[src/rtl/assert_macros.svh]
// Assertion helpers used by the top-level RTL file.
`ifndef ASSERT_MACROS_SVH
`define ASSERT_MACROS_SVH
`ifndef SYNTHESIS
// Property that must hold at every enabled clock edge.
`define AST_PROP(lbl, clk, rstn, prop) \
    lbl: assert property (@(posedge clk) disable iff (!rstn) prop) \
        else $error("assertion failed");
// Condition that must never be true.
`define AST_NEVER(lbl, clk, rstn, cond) \
    lbl: assert property (@(posedge clk) disable iff (!rstn) !(cond)) \
        else $error("forbidden condition seen");
`else
`define AST_PROP(lbl, clk, rstn, prop)
`define AST_NEVER(lbl, clk, rstn, cond)
`endif
`endif

[src/rtl/nrbf_pkg.sv]
package nrbf_pkg;

    localparam int DEF_MAX_BASES = 32;
    // Basis index width that covers the whole parameter range.
    localparam int IDX_W = 6;
    // Feature sum width: 17 bit features summed over up to 64 bases.
    localparam int SUM_W = 17 + IDX_W;
    // Divider: 80 bit dividend, 64 bit divisor.
    localparam int DIV_W  = 80;
    localparam int DEN_W  = 64;
    localparam int DIV_CW = $clog2(DIV_W);

    typedef logic [1:0] t_func;
    localparam t_func FN_WRITE = 2'd0;
    localparam t_func FN_EVAL  = 2'd1;
    localparam t_func FN_TRAIN = 2'd2;
    localparam t_func FN_FIT   = 2'd3;

    typedef logic [1:0] t_status;
    localparam t_status STS_OK      = 2'd0;
    localparam t_status STS_NOACT   = 2'd1;
    localparam t_status STS_ZERODEN = 2'd2;
    localparam t_status STS_SAT     = 2'd3;

    typedef logic [1:0] t_reg_idx;
    localparam t_reg_idx REG_ACTIVE = 2'd0;
    localparam t_reg_idx REG_FIRST  = 2'd1;
    localparam t_reg_idx REG_STEP   = 2'd2;
    localparam t_reg_idx REG_SCALE  = 2'd3;

    // Per-basis state that travels around the ring.
    typedef struct packed {
        logic [31:0] weight;
        logic [63:0] num;
        logic [63:0] den;
        logic [16:0] feat;
    } t_cell;

    typedef struct packed {
        logic             start;
        logic [DIV_W-1:0] dividend;
        logic [DEN_W-1:0] divisor;
    } t_div_req;

    typedef struct packed {
        logic             busy;
        logic             done;
        logic [DIV_W-1:0] quotient;
    } t_div_rsp;

    // exp(-k) in Q16.16.
    function automatic logic [16:0] int_tab(input logic [3:0] k);
        logic [16:0] v;
        unique case (k)
            4'd0:    v = 17'd65536;
            4'd1:    v = 17'd24109;
            4'd2:    v = 17'd8869;
            4'd3:    v = 17'd3263;
            4'd4:    v = 17'd1200;
            4'd5:    v = 17'd442;
            4'd6:    v = 17'd162;
            4'd7:    v = 17'd60;
            4'd8:    v = 17'd22;
            4'd9:    v = 17'd8;
            4'd10:   v = 17'd3;
            4'd11:   v = 17'd1;
            default: v = 17'd0;
        endcase
        return v;
    endfunction

    // exp(-j/16) in Q16.16.
    function automatic logic [16:0] frac_tab(input logic [3:0] j);
        logic [16:0] v;
        unique case (j)
            4'd0:  v = 17'd65536;
            4'd1:  v = 17'd61565;
            4'd2:  v = 17'd57835;
            4'd3:  v = 17'd54331;
            4'd4:  v = 17'd51039;
            4'd5:  v = 17'd47947;
            4'd6:  v = 17'd45042;
            4'd7:  v = 17'd42313;
            4'd8:  v = 17'd39750;
            4'd9:  v = 17'd37341;
            4'd10: v = 17'd35079;
            4'd11: v = 17'd32954;
            4'd12: v = 17'd30957;
            4'd13: v = 17'd29081;
            4'd14: v = 17'd27319;
            4'd15: v = 17'd25664;
            default: v = 17'd0;
        endcase
        return v;
    endfunction

    // Apply a sign to a quotient magnitude and clamp to signed 32 bit.
    // Bit 32 of the result flags saturation.
    function automatic logic [32:0] clamp32(input logic neg, input logic [DIV_W-1:0] q);
        logic [32:0] r;
        if (!neg) begin
            if (q > DIV_W'(32'h7FFF_FFFF)) r = {1'b1, 32'h7FFF_FFFF};
            else r = {1'b0, q[31:0]};
        end else begin
            if (q > DIV_W'(32'h8000_0000)) r = {1'b1, 32'h8000_0000};
            else r = {1'b0, 32'd0 - q[31:0]};
        end
        return r;
    endfunction

    // Signed 64 bit add that clamps; bit 64 flags saturation.
    function automatic logic [64:0] sat_add64(input logic [63:0] a, input logic [63:0] b);
        logic [64:0] s;
        logic [64:0] r;
        s = {a[63], a} + {b[63], b};
        if (s[64] != s[63]) begin
            r = s[64] ? {1'b1, 64'h8000_0000_0000_0000} : {1'b1, 64'h7FFF_FFFF_FFFF_FFFF};
        end else begin
            r = {1'b0, s[63:0]};
        end
        return r;
    endfunction

endpackage

[src/rtl/nrbf_cell.sv]
module nrbf_cell
    import nrbf_pkg::*;
(
    input  logic  i_clk,
    input  logic  i_rst_n,
    input  logic  i_shift,
    input  t_cell i_d,
    output t_cell o_q
);

    t_cell r_q;

    // Hold this basis and take the neighbor's contents when the ring moves.
    always_ff @(posedge i_clk) begin
        if (!i_rst_n) begin
            r_q <= '0;
        end else if (i_shift) begin
            r_q <= i_d;
        end
    end

    assign o_q = r_q;

endmodule

[config.mk]
export PLATFORM = sky130hd
export DESIGN_NAME = nrbf_cell
export DESIGN_NICKNAME = d
export VERILOG_FILES = /design/src/rtl/assert_macros.svh /design/src/rtl/nrbf_pkg.sv /design/src/rtl/nrbf_cell.sv
export SDC_FILE = /design/constraint.sdc
export NUM_CORES = 1
export LEC_CHECK = 0
export BUFFER_PORTS_ARGS = -buffer_cell sky130_fd_sc_hd__buf_2
export CORE_AREA = 2 2 138 140
export CTS_BUF_LIST = sky130_fd_sc_hd__clkbuf_4 sky130_fd_sc_hd__clkbuf_8
export CTS_CLUSTER_DIAMETER = 150
export DETAILED_ROUTE_END_ITERATION = 7
export DIE_AREA = 0 0 140 142
export GPL_TIMING_DRIVEN = 1
export HOLD_SLACK_MARGIN = 0.12
export PLACE_DENSITY = 0.66
export SYNTH_ARGS = -nofsm -noshare
export SYNTH_HDL_FRONTEND = slang
export SYNTH_SLANG_ARGS = --single-unit
export TNS_END_PERCENT = 30
[constraint.sdc]
create_clock -name i_clk -period 3.1 [get_ports i_clk]
set_input_delay 0.93 -clock i_clk [delete_from_list [all_inputs] [get_ports i_clk]]
set_output_delay 0.93 -clock i_clk [all_outputs]
set_load 0.03 [all_outputs]
==> results.toml <==
[cts]
cts_max_path_buffers = 2
cts-root-buf = "clkbuf_8"
cts_tree = "yes"
cts_resized = 0
ctsHoldBuffers = 0
clock_latency_ns = 0.44
cts-htree-levels = 4
cts_made_buffers = 17
cts_setup_buffers = 0
cts.clk_slew.worst_paths_ns = 0.09
cts.sinks = 177

[timing]
period_share_pct = 63.88
fmax_mhz = 505.0
hold_viol_final = 0
drv_slew = 0
tightest_slew_ns = 0.5604
final.min_clock_period_ns = 1.980
relSlewSlack_pct = 62.64
rsz0062_at_grt = "false"
setup-tns-final_ns = 0
fin_skew_ns = 0
setup_viol = 0

[worst_setup_path]
regToRegSetupSlack_ns = 2.44
cp_top_family = "flip-flops"
path_class = "reg -> out"
cp_slowest_cell = "dfxtp_1"
path_buf_inv = 1
cp-end-kind = "output pin"
worstPathCellList = "buf_2"
crit_arrival_ns = 1.05
required_ns = 2.17
cp_max_fo = 2
max_stage_delay_ns = 0.39
cp-start-kind = "flop"

[run]
max-cap-violations = 0

[global_route]
grt.met1_usage_pct = 19.10
grt_start_max_net_pins = 113
met3_usage_pct = 7.537
grt_pass1_vias = 5118
antenna_found_initial = 1
gr-max-usage-layer = "met2"
grt_remaining_overflow = 0
use_met2_pct = 29.22
grt_usage_pct = 17.06
grt_pass1_wl_mm = 26.59

[detailed_routing]
drt-vias-per-instance = 4.346
postRouteAntennaNets = 0
wl_per_cell_um = 14.82
dr.first_iter.drc_count = 156
drc = 25
dr.pass1.iters = 8
dr_total_vias = 5050
routed_wirelength_mm = 17.23

[synthesis]
synthCells = 570
synth_top_area_share_pct = 52.45
ys_ff_latch = 177
netlist_area_um2 = 6755
syn_nets = 750
ys.warnings.count = 0
synth_area_leader_cell = "dfxtp_1"
synthDistinctLibCells = 8
syn_avg_cell_area_um2 = 11.85
ys_seq_area_share_pct = 52.45
synth_area_leaders = "dfxtp_1 52%, mux2i_1 26%, nor2b_1 16%"

[placed_design]
placed_area_um2 = 8627
place_congestion = 0.7279
place.port_buffers = 356
dp_hpwl_mm = 12.57

[pwr]
netSwitchingFraction_pct = 28.60
pwr-share-seq_pct = 48.6
p_leak_uw = 0.004693
pwr-share-comb_pct = 17.2
clkPwrFrac_pct = 34.2
powerDensity_nw_per_um2 = 561.0
p_int_uw = 3631
ir_drop_mv = 0.3354
switchingPower_uw = 1454

[floorplan]
io-pin-count = 357
core_um2 = 18460
start_util_pct = 36.60
rows = 50
floorplan.die_area_um2 = 19880
fp.dieH_um = 142
chipWidth_um = 140

[cells_and_area]
drive_above_1_share_pct = 42.78
largest_reg_flops = 177
fin_area_um2 = 9065
diodes = 0
syn2layout_area_growth_pct = 34.19
fin_nets = 1095

[worst_hold_path]
hold_class = "reg -> reg"

[status]
status = "finished with violations"
violations = "DRC"
cells in the final DEF, fill, tap and decap left out:
master	n
buf_8	1
buf_12	4
buf_2	354
buf_4	6
dfxtp_1	177
inv_6	5
clkbuf_4	1
nor2b_1	177
clkinv_4	1
clkbuf_8	19
mux2i_1	177
clkinvlp_4	2
inv_8	1
bufinv_16	3
cell type report:
class,count,area [µm²]
repair buffers,365,1912
well taps,234,292.8
fillers,1758,9390
clock buffers,20,269.0
clock inverters,12,168.9
multi-input cells,354,2879
flip-flops and latches,177,3543
cells in the mapped netlist:
cell	n
buf_4	5
buf_2	2
dfxtp_1	177
buf_8	14
buf_6	1
mux2i_1	177
clkbuf_1	17
nor2b_1	177
power by group through the flow:
stage                     registers (µW)  logic [µW]  clock network, µW
after global placement              2520         880                  0
after floorplan                     2790         322                  0
after CTS                           2470         889               1810
final                               2470         877               1740
after detailed placement            2520         890                  0
after global routing                2490         945               1890
layer usage:
layer  vias up  share of wire, %
li1       2565                 -
met1      2236                40
met2       229                48
met3        18                11
met4         2               1.7
met5         -             0.046
cells by family after synthesis:
family	synth area share [%]
buf+inv	4.927
flops	52.45
mux	26.23
simple gates	16.39
stage by stage:
stage / utilization [%] / power, µW / instances / setup slack (ns) / hold WS (ns)
floorplan: - / 3116 / 570 / 1.385 / 0.6404
global placement: 46.75 / 3401 / 1130 / 0.9414 / 0.4886
detailed placement: 46.75 / 3412 / 1130 / 0.9063 / 0.4969
CTS: 49.12 / 5170 / 1162 / 1.070 / 0.5213
global route: 49.12 / 5320 / 1162 / 1.044 / 0.5348
finish: 49.12 / 5086 / 1162 / 1.120 / 0.5167
path summary, 6_finish.rpt:
kind,cells after the start,to,start
worst max register to register,2,o_q[158]$_SDFFE_PN0P_,o_q[158]$_SDFFE_PN0P_
worst max-delay path,1,o_q[158],o_q[158]$_SDFFE_PN0P_
worst min register to register,2,o_q[137]$_SDFFE_PN0P_,o_q[137]$_SDFFE_PN0P_
worst min-delay path,2,o_q[137]$_SDFFE_PN0P_,o_q[137]$_SDFFE_PN0P_
Power figures use the tool's default switching activity.
