===== src/rtl/assert_macros.svh =====
// Assertion helpers used by the top-level RTL file.
`ifndef ASSERT_MACROS_SVH
`define ASSERT_MACROS_SVH
`ifndef SYNTHESIS
// Property that must hold at every enabled clock edge.
`define AST_PROP(lbl, clk, rstn, prop) \
    lbl: assert property (@(posedge clk) disable iff (!rstn) prop) \
        else $error("assertion failed");
// Condition that must never be true.
`define AST_NEVER(lbl, clk, rstn, cond) \
    lbl: assert property (@(posedge clk) disable iff (!rstn) !(cond)) \
        else $error("forbidden condition seen");
`else
`define AST_PROP(lbl, clk, rstn, prop)
`define AST_NEVER(lbl, clk, rstn, cond)
`endif
`endif


===== src/rtl/nrbf_pkg.sv =====
package nrbf_pkg;

    localparam int DEF_MAX_BASES = 32;
    // Basis index width that covers the whole parameter range.
    localparam int IDX_W = 6;
    // Feature sum width: 17 bit features summed over up to 64 bases.
    localparam int SUM_W = 17 + IDX_W;
    // Divider: 80 bit dividend, 64 bit divisor.
    localparam int DIV_W  = 80;
    localparam int DEN_W  = 64;
    localparam int DIV_CW = $clog2(DIV_W);

    typedef logic [1:0] t_func;
    localparam t_func FN_WRITE = 2'd0;
    localparam t_func FN_EVAL  = 2'd1;
    localparam t_func FN_TRAIN = 2'd2;
    localparam t_func FN_FIT   = 2'd3;

    typedef logic [1:0] t_status;
    localparam t_status STS_OK      = 2'd0;
    localparam t_status STS_NOACT   = 2'd1;
    localparam t_status STS_ZERODEN = 2'd2;
    localparam t_status STS_SAT     = 2'd3;

    typedef logic [1:0] t_reg_idx;
    localparam t_reg_idx REG_ACTIVE = 2'd0;
    localparam t_reg_idx REG_FIRST  = 2'd1;
    localparam t_reg_idx REG_STEP   = 2'd2;
    localparam t_reg_idx REG_SCALE  = 2'd3;

    // Per-basis state that travels around the ring.
    typedef struct packed {
        logic [31:0] weight;
        logic [63:0] num;
        logic [63:0] den;
        logic [16:0] feat;
    } t_cell;

    typedef struct packed {
        logic             start;
        logic [DIV_W-1:0] dividend;
        logic [DEN_W-1:0] divisor;
    } t_div_req;

    typedef struct packed {
        logic             busy;
        logic             done;
        logic [DIV_W-1:0] quotient;
    } t_div_rsp;

    // exp(-k) in Q16.16.
    function automatic logic [16:0] int_tab(input logic [3:0] k);
        logic [16:0] v;
        unique case (k)
            4'd0:    v = 17'd65536;
            4'd1:    v = 17'd24109;
            4'd2:    v = 17'd8869;
            4'd3:    v = 17'd3263;
            4'd4:    v = 17'd1200;
            4'd5:    v = 17'd442;
            4'd6:    v = 17'd162;
            4'd7:    v = 17'd60;
            4'd8:    v = 17'd22;
            4'd9:    v = 17'd8;
            4'd10:   v = 17'd3;
            4'd11:   v = 17'd1;
            default: v = 17'd0;
        endcase
        return v;
    endfunction

    // exp(-j/16) in Q16.16.
    function automatic logic [16:0] frac_tab(input logic [3:0] j);
        logic [16:0] v;
        unique case (j)
            4'd0:  v = 17'd65536;
            4'd1:  v = 17'd61565;
            4'd2:  v = 17'd57835;
            4'd3:  v = 17'd54331;
            4'd4:  v = 17'd51039;
            4'd5:  v = 17'd47947;
            4'd6:  v = 17'd45042;
            4'd7:  v = 17'd42313;
            4'd8:  v = 17'd39750;
            4'd9:  v = 17'd37341;
            4'd10: v = 17'd35079;
            4'd11: v = 17'd32954;
            4'd12: v = 17'd30957;
            4'd13: v = 17'd29081;
            4'd14: v = 17'd27319;
            4'd15: v = 17'd25664;
            default: v = 17'd0;
        endcase
        return v;
    endfunction

    // Apply a sign to a quotient magnitude and clamp to signed 32 bit.
    // Bit 32 of the result flags saturation.
    function automatic logic [32:0] clamp32(input logic neg, input logic [DIV_W-1:0] q);
        logic [32:0] r;
        if (!neg) begin
            if (q > DIV_W'(32'h7FFF_FFFF)) r = {1'b1, 32'h7FFF_FFFF};
            else r = {1'b0, q[31:0]};
        end else begin
            if (q > DIV_W'(32'h8000_0000)) r = {1'b1, 32'h8000_0000};
            else r = {1'b0, 32'd0 - q[31:0]};
        end
        return r;
    endfunction

    // Signed 64 bit add that clamps; bit 64 flags saturation.
    function automatic logic [64:0] sat_add64(input logic [63:0] a, input logic [63:0] b);
        logic [64:0] s;
        logic [64:0] r;
        s = {a[63], a} + {b[63], b};
        if (s[64] != s[63]) begin
            r = s[64] ? {1'b1, 64'h8000_0000_0000_0000} : {1'b1, 64'h7FFF_FFFF_FFFF_FFFF};
        end else begin
            r = {1'b0, s[63:0]};
        end
        return r;
    endfunction

endpackage


===== src/rtl/nrbf_div.sv =====
module nrbf_div
    import nrbf_pkg::*;
(
    input  logic     i_clk,
    input  logic     i_rst_n,
    input  t_div_req i_req,
    output t_div_rsp o_rsp
);

    logic              r_busy;
    logic              r_done;
    logic [DIV_CW-1:0] r_cnt;
    logic [DEN_W-1:0]  r_rem;
    logic [DEN_W-1:0]  r_dsr;
    logic [DIV_W-1:0]  r_quo;

    logic [DEN_W:0]    rem_sh;
    logic              take;
    logic [DEN_W:0]    rem_sub;

    // One restoring step: shift in the next dividend bit, subtract if it fits.
    always_comb begin
        rem_sh  = {r_rem, r_quo[DIV_W-1]};
        take    = rem_sh >= {1'b0, r_dsr};
        rem_sub = rem_sh - {1'b0, r_dsr};
    end

    always_ff @(posedge i_clk) begin
        if (!i_rst_n) begin
            r_busy <= 1'b0;
            r_done <= 1'b0;
            r_cnt  <= '0;
        end else begin
            r_done <= 1'b0;
            if (i_req.start) begin
                r_busy <= 1'b1;
                r_cnt  <= DIV_CW'(DIV_W - 1);
                r_rem  <= '0;
                r_dsr  <= i_req.divisor;
                r_quo  <= i_req.dividend;
            end else if (r_busy) begin
                r_rem <= take ? rem_sub[DEN_W-1:0] : rem_sh[DEN_W-1:0];
                r_quo <= {r_quo[DIV_W-2:0], take};
                if (r_cnt == '0) begin
                    r_busy <= 1'b0;
                    r_done <= 1'b1;
                end else begin
                    r_cnt <= r_cnt - 1'b1;
                end
            end
        end
    end

    assign o_rsp.busy     = r_busy;
    assign o_rsp.done     = r_done;
    assign o_rsp.quotient = r_quo;

endmodule


===== config.mk =====
export PLATFORM = sky130hd
export DESIGN_NAME = nrbf_div
export DESIGN_NICKNAME = d
export VERILOG_FILES = /design/src/rtl/assert_macros.svh /design/src/rtl/nrbf_pkg.sv /design/src/rtl/nrbf_div.sv
export SDC_FILE = /design/constraint.sdc
export NUM_CORES = 1
export LEC_CHECK = 0
export BUFFER_PORTS_ARGS = -buffer_cell sky130_fd_sc_hd__buf_2
export CORE_MARGIN = 4
export CORE_UTILIZATION = 57
export DETAILED_ROUTE_END_ITERATION = 12
export PLACE_DENSITY = 0.85
export SLEW_MARGIN = 10
export SYNTH_ARGS = -nofsm -noshare
export SYNTH_HDL_FRONTEND = slang
export SYNTH_SLANG_ARGS = --single-unit
export TNS_END_PERCENT = 100

===== constraint.sdc =====
create_clock -name i_clk -period 6.58 [get_ports i_clk]
set_input_delay 0.987 -clock i_clk [delete_from_list [all_inputs] [get_ports i_clk]]
set_output_delay 0.987 -clock i_clk [all_outputs]
set_load 0.1 [all_outputs]

==> results of run 1 <==
worst max-delay path by stage:
| stage | from | endpoint | cells after the start |
|---|---|---|---|
| after floorplan | i_req[144] | r_quo[0]$_DFFE_PP_ | 4 |
| after global placement | r_rem[0]$_SDFFCE_PP0P_ | r_rem[37]$_SDFFCE_PP0P_ | 10 |
| after detailed placement | r_rem[0]$_SDFFCE_PP0P_ | r_rem[37]$_SDFFCE_PP0P_ | 10 |
| after CTS | r_rem[0]$_SDFFCE_PP0P_ | r_rem[37]$_SDFFCE_PP0P_ | 10 |
| after global routing | r_rem[0]$_SDFFCE_PP0P_ | r_rem[37]$_SDFFCE_PP0P_ | 10 |
| final | r_rem[0]$_SDFFCE_PP0P_ | r_rem[37]$_SDFFCE_PP0P_ | 10 |
worst reg2reg max path: cells and delay by family, from the launching register on:
kind,cells,cell delay [ps]
adder cells (fa/ha/maj),1,310
AND/OR/NAND/NOR,2,360
flip-flops,1,430
AO/OA/AOI/OAI,7,3050
layout make-up:
cell class                      count  area share, %
Clock inverter                     21           1.80
Clock buffer                       25           4.07
Inverter                           90           2.20
Antenna cell                        3         0.0488
Timing Repair Buffer              237           7.88
Tap cell                          285           2.32
Sequential cell                   217           41.8
Multi-Input combinational cell    865           39.9
metrics by stage:
stage	hold WS, ps	cell area (sq um)	instances	worst slack, ps
final	506	15400	1743	2190
after global routing	529	15400	1743	1980
after CTS	508	15400	1740	2250
after detailed placement	497	14500	1694	2300
after global placement	493	14500	1694	2410
after floorplan	452	13200	1245	840
routing by layer:
layer	vias up	global-route usage, %	part of all wire (%)
met5	-	0	0.15
met2	519	45.5	48
met4	8	10.2	4.0
met3	95	6.86	9.3
li1	5054	-	-
met1	5114	32.2	38
layout by cell type, fill, tap and decap left out, types with 10 or more instances in the layout:
cell | Yosys | routed
mux2_2 | 80 | 80
clkbuf_16 | 0 | 25
o21bai_1 | 17 | 17
nand4_1 | 27 | 27
a211oi_1 | 11 | 11
buf_4 | 5 | 10
ha_1 | 66 | 66
o21ai_0 | 75 | 75
and3_1 | 12 | 12
inv_1 | 90 | 90
xnor2_1 | 30 | 30
edfxtp_1 | 208 | 208
nand2_1 | 67 | 67
nor3_1 | 23 | 23
o211ai_1 | 14 | 14
a21o_1 | 36 | 36
nand3_1 | 69 | 69
buf_2 | 15 | 227
xor2_1 | 20 | 20
nor2_1 | 42 | 42
a21oi_1 | 130 | 130
cell families (layout without fill, tap and decap cells):
kind of cell	count (synthesis)	count (layout)	synth area share (%)
other cells	0	3	0
mux	82	82	6.98
flops	217	217	48.7
simple gates	285	285	10.8
compound gates	381	381	18.8
buf+inv	163	373	5.03
xor+xnor	50	50	3.32
fa+ha+maj	67	67	6.41
state kept, by name (all words and copies together) (netlist names):
signal,flops
r_quo,80
r_dsr,64
r_rem,64
r_cnt,7
r_busy,1
r_done,1
power breakdown:
part           leakage (uW)  switching, uW  internal (uW)
clock              0.000447            584            936
combinational       0.00378            870            435
sequential          0.00207           55.3           1660
==> flow_summary_export.csv, run 1 <==
group,metric,value,unit
floorplanning,io_pins,229,
timing,setup_tns,0,ps
timing,setup_viol,0,
drt,final_antenna_net_count,0,
setup_path,worst_path_largest_cell_delay,1020,ps
logic_synthesis,synth_edf_count,208,
setup_path,critPathLaunchType,"register",
setup_path,end_kind,"register",
drt,via_count,10790,
power_and_ir_drop,p_leak,0.00629,uW
drt,detail_route.wl_per_cell,20.2,um
timing,slew_violations,0,
floorplanning,dieArea,25700,sq um
timing,rsz0062_at_grt,"no",
clock_network,cts_resized,0,
clock_network,cts_tree,"yes",
floorplanning,core_area,22700,sq um
clock_network,clk_path_buf_depth,3,
logic_synthesis,synth_ff_type,"edfxtp_1",
grt,grt_pass1_wl,56000,um
floorplanning,dieHeight,160,um
final_layout,final_util,67.7,%
timing,fmax,228,MHz
grt,grt_overflow,0,
drt,drc,0,
setup_path,ff2ff_path_depth,10,
placement,io_buffers,228,
grt,grt_max_degree,60,
final_layout,seq_area,6430,sq um
clock_network,cts-root-buf,"clkbuf_16",
placement,dp_hpwl,25300,um
setup_path,rr_startpoint,"r_rem[0]$_SDFFCE_PP0P_",
floorplanning,start_util,58.1,%
final_layout,final_nets,1650,
timing,tightest_slew,1200,ps
worst_hold_path,min_path_type,"reg2reg",
logic_synthesis,synth_top_area_share,47.3,%
drt,vias_per_cell,6.19,
status,status,"finished clean",
logic_synthesis,synth_area_leaders,"edfxtp_1 (47%), mux2_2 (6.8%), ha_1 (6.3%)",
placement,place.gp.congestion,0.933,
final_layout,multi_input_area,6140,sq um
logic_synthesis,yosys-top-cells-count,"edfxtp_1 (208), a21oi_1 (130), inv_1 (90), mux2_2 (80), o21ai_0 (75)",
floorplanning,rows,55,
final_layout,drive_above_1_share,26.9,%
grt,grtUsageTotal,26.5,%
setup_path,cp_slowest_cell,"o21a_2",
setup_path,r2r_setup_slack,2190,ps
clock_network,cts.sinks,217,
logic_synthesis,synth-seq-area-share,48.7,%
timing,relSlewSlack,20.0,%
drt,drt_iter0_markers,822,
worst_hold_path,hold_path_depth,2,
final_layout,nFillCells,1752,
logic_synthesis,syn_inst,1245,
logic_synthesis,synth_area,13200,sq um
clock_network,numCtsBuffers,25,
clock_network,hold_buffers,0,
clock_network,cts_setup_buffers,0,
logic_synthesis,synth_top_area_cell,"edfxtp_1",
final_layout,area_growth,16.5,%
logic_synthesis,synth_seq_cells,217,
setup_path,cp.required,6870,ps
power_and_ir_drop,p_per_area,295,nW/um^2
power_and_ir_drop,peakVddDrop,0.000233,V
clock_network,cts_max_level,1,
logic_synthesis,avgSynthCellArea,10.6,sq um
logic_synthesis,yosysUniqueCellTypes,77,
timing,skew,14.5,ps
setup_path,path_max_fanout,59,
grt,antenna_found_initial,7,
grt,grt_pass1_vias,10894,
drt,drt_first_pass_iters,5,
timing,fin_crit,4390,ps
job,cap_violations,0,
power_and_ir_drop,power,4540,uW
setup_path,cp_cell_sequence,"ha_1 > nor2b_1 > o211ai_1 > a31o_1 > a2111oi_2 > o31ai_2 > a2111oi_4 > o21a_2 > nor2_2 > a311o_1",
clock_network,clk_latency,540,ps
logic_synthesis,postSynth.asyncResetShare,0,%
clock_network,clk_pin_slew,60,ps
worst_hold_path,min_from,"r_busy$_SDFF_PN0_",
setup_path,crit_buf_inv,0,
setup_path,cpLargestDelayFamily,"compound AO/OA/AOI/OAI gates",
worst_hold_path,worstHoldEndpoint,"r_done$_SDFF_PP0_",
logic_synthesis,yosysMostFrequentCell,"edfxtp_1",
floorplanning,fp.dieW,160,um
timing,hold_viol_final,0,
timing,post-route-period-util,66.8,%
drt,routed_wl,35200,um
setup_path,rr_endpoint,"r_rem[37]$_SDFFCE_PP0P_",
logic_synthesis,synth_fp_nets,1459,
setup_path,worst-setup-path-type,"reg2reg",
setup_path,arrival,4680,ps
logic_synthesis,synth_warnings,0,
Power figures use the tool's default switching activity.
==> inputs of run 2 (changes only) <==
==> constraint.sdc (replaced) <==
create_clock -name i_clk -period 4.45 [get_ports i_clk]
set_input_delay 0.6675 -clock i_clk [delete_from_list [all_inputs] [get_ports i_clk]]
set_output_delay 0.6675 -clock i_clk [all_outputs]
set_load 0.1 [all_outputs]
==> run 2 against run 1 <==
Compared with the run above:
- combinational power up 49%
- register-to-register slack worse by 1600 ps
- sequential cell count unchanged
- core utilization up 0.055 points
- cell count up 0.29%
- power up 45%
- routed wire length down 3.6%
- non-clock buffer count up 8
- clock-buffer cell count up 6
- setup slack worse by 1600 ps
- first-iteration DRC count down 2.1%
- highest routed layer unchanged
==> flow_summary_export.csv, run 2 (synthesized netlist as in run 1, its figures left out) <==
group,metric,value,unit
setup_path,rr_endpoint,"r_rem[9]$_SDFFCE_PP0P_",
setup_path,ff2ff_path_depth,11,
placement,dp_hpwl,24200,um
clock_network,cts_max_level,1,
timing,setup_tns,0,ps
worst_hold_path,min_path_type,"in2reg",
drt,routed_wl,33900,um
grt,grt_max_degree,84,
floorplanning,rows,55,
setup_path,startpoint,"r_rem[0]$_SDFFCE_PP0P_",
grt,grt_overflow,0,
power_and_ir_drop,internal-power,4370,uW
setup_path,r2r_setup_slack,620,ps
clock_network,cts-root-buf,"clkbuf_16",
floorplanning,dieArea,25700,sq um
drt,via_count,10862,
clock_network,cts.sinks,217,
timing,hold_slack,295,ps
clock_network,clk_path_buf_depth,3,
final_layout,top_register,"r_quo",
setup_path,arrival,4210,ps
status,status,"finished clean",
floorplanning,fp.dieW,160,um
setup_path,crit_path_end,"r_rem[9]$_SDFFCE_PP0P_",
timing,skew,14.8,ps
power_and_ir_drop,p_per_area,429,nW/um^2
timing,post-route-period-util,86.0,%
timing,fin_crit,3830,ps
timing,rsz0062_at_grt,"no",
drt,vias_per_cell,6.21,
timing,hold_viol_final,0,
power_and_ir_drop,power_switching_share,33.8,%
drt,drc,0,
floorplanning,io_pins,229,
placement,io_buffers,228,
timing,slew_violations,0,
final_layout,largest_reg_flops,80,
setup_path,path_max_fanout,21,
timing,tightest_slew,1200,ps
clock_network,hold_buffers,0,
power_and_ir_drop,seqPwrFrac,38.5,%
job,cap_violations,0,
floorplanning,core_area,22700,sq um
grt,grt_pass1_wl,54400,um
floorplanning,dieHeight,160,um
timing,setup_viol,0,
final_layout,drive_above_1_share,27.2,%
setup_path,cp.required,4830,ps
setup_path,worst-setup-path-type,"reg2reg",
drt,drt_iter0_markers,805,
drt,detail_route.wl_per_cell,19.4,um
clock_network,cts_tree,"yes",
final_layout,mostFrequentLayoutCell,"buf_2",
drt,final_antenna_net_count,0,
clock_network,numCtsBuffers,25,
clock_network,clk_latency,540,ps
floorplanning,start_util,58.1,%
grt,grtUsageTotal,25.5,%
clock_network,cts_resized,0,
final_layout,area_growth,16.6,%
grt,grt_pass1_vias,10767,
power_and_ir_drop,p_leak,0.00631,uW
setup_path,rr_startpoint,"r_rem[0]$_SDFFCE_PP0P_",
power_and_ir_drop,combPwrFrac,29.4,%
power_and_ir_drop,clock_power_share,32.1,%
final_layout,final_nets,1658,
placement,place.gp.congestion,0.971,
final_layout,most-common-layout-cells,"buf_2 (227), edfxtp_1 (208), a21oi_1 (130)",
drt,drt_first_pass_iters,5,
setup_path,critPathLaunchType,"register",
clock_network,cts_setup_buffers,0,
grt,antenna_found_initial,2,
final_layout,top_regs,"r_quo (80), r_dsr (64), r_rem (64)",
power_and_ir_drop,p_sw,2230,uW
timing,relSlewSlack,19.9,%
setup_path,end_kind,"register",
final_layout,antenna_cells,0,
clock_network,clk_pin_slew,60,ps
power_and_ir_drop,peakVddDrop,0.000303,V
final_layout,nFillCells,1751,
timing,fmax,261,MHz
==> run 2: power groups by stage <==
stage          Combinational (uW)  Clock [uW]  Sequential [uW]
4_1_cts                      1910        2160             2540
3_5_place_dp                 1900           0             2580
6_report                     1940        2120             2540
5_1_grt                      2100        2250             2550
3_3_place_gp                 1860           0             2570
2_1_floorplan                1150           0             2900
==> run 2: cell type report <==
class                      count  area, sq um  share of cell area (%)
sequential                   217         6430                    41.7
multi-input combinational    865         6140                    39.9
timing repair buffer         245         1280                    8.34
clock buffer                  31          678                    4.41
tap                          285          357                    2.32
inverter                      90          338                    2.19
clock inverter                15          171                    1.11
==> run 2: worst min path at each step <==
stage	start	to	slack, ps	cells after the start
after floorplan	r_busy$_SDFF_PN0_	r_done$_SDFF_PP0_	450	2
after global placement	r_busy$_SDFF_PN0_	r_done$_SDFF_PP0_	490	2
after detailed placement	r_busy$_SDFF_PN0_	r_done$_SDFF_PP0_	490	2
after CTS	i_req[63]	r_dsr[63]$_DFFE_PP_	280	1
after global routing	i_req[8]	r_dsr[8]$_DFFE_PP_	280	1
final	i_req[63]	r_dsr[63]$_DFFE_PP_	290	1
==> run 2: through the flow <==
stage | setup WS [ps] | util, % | cell area, sq um | std cells | power [uW]
2_1_floorplan | 498 | - | 13200 | 1245 | 4050
3_3_place_gp | 824 | 64.0 | 14500 | 1702 | 4430
3_5_place_dp | 653 | 64.0 | 14500 | 1702 | 4480
4_1_cts | 626 | 67.8 | 15400 | 1748 | 6610
5_1_grt | 306 | 67.8 | 15400 | 1748 | 6900
6_report | 623 | 67.8 | 15400 | 1748 | 6600
==> run 2: worst max-delay path, cell delays in order (launching register included) <==
cell,delay (ps)
edfxtp_1,410
ha_1,320
nor2b_1,170
o211ai_1,140
a31o_1,290
a2111oi_2,490
o31ai_2,180
a2111oi_4,480
o21a_2,520
buf_4,330
o21ai_0,120
a21oi_1,200
==> run 2: layer usage <==
metal  part of all wire, %  GRT usage [%]  vias up
met5                 0.080              0        -
met4                   3.0           7.27        4
met3                   9.9           6.35       89
met2                    47           43.5      595
met1                    40           32.5     5103
li1                      -              -     5071
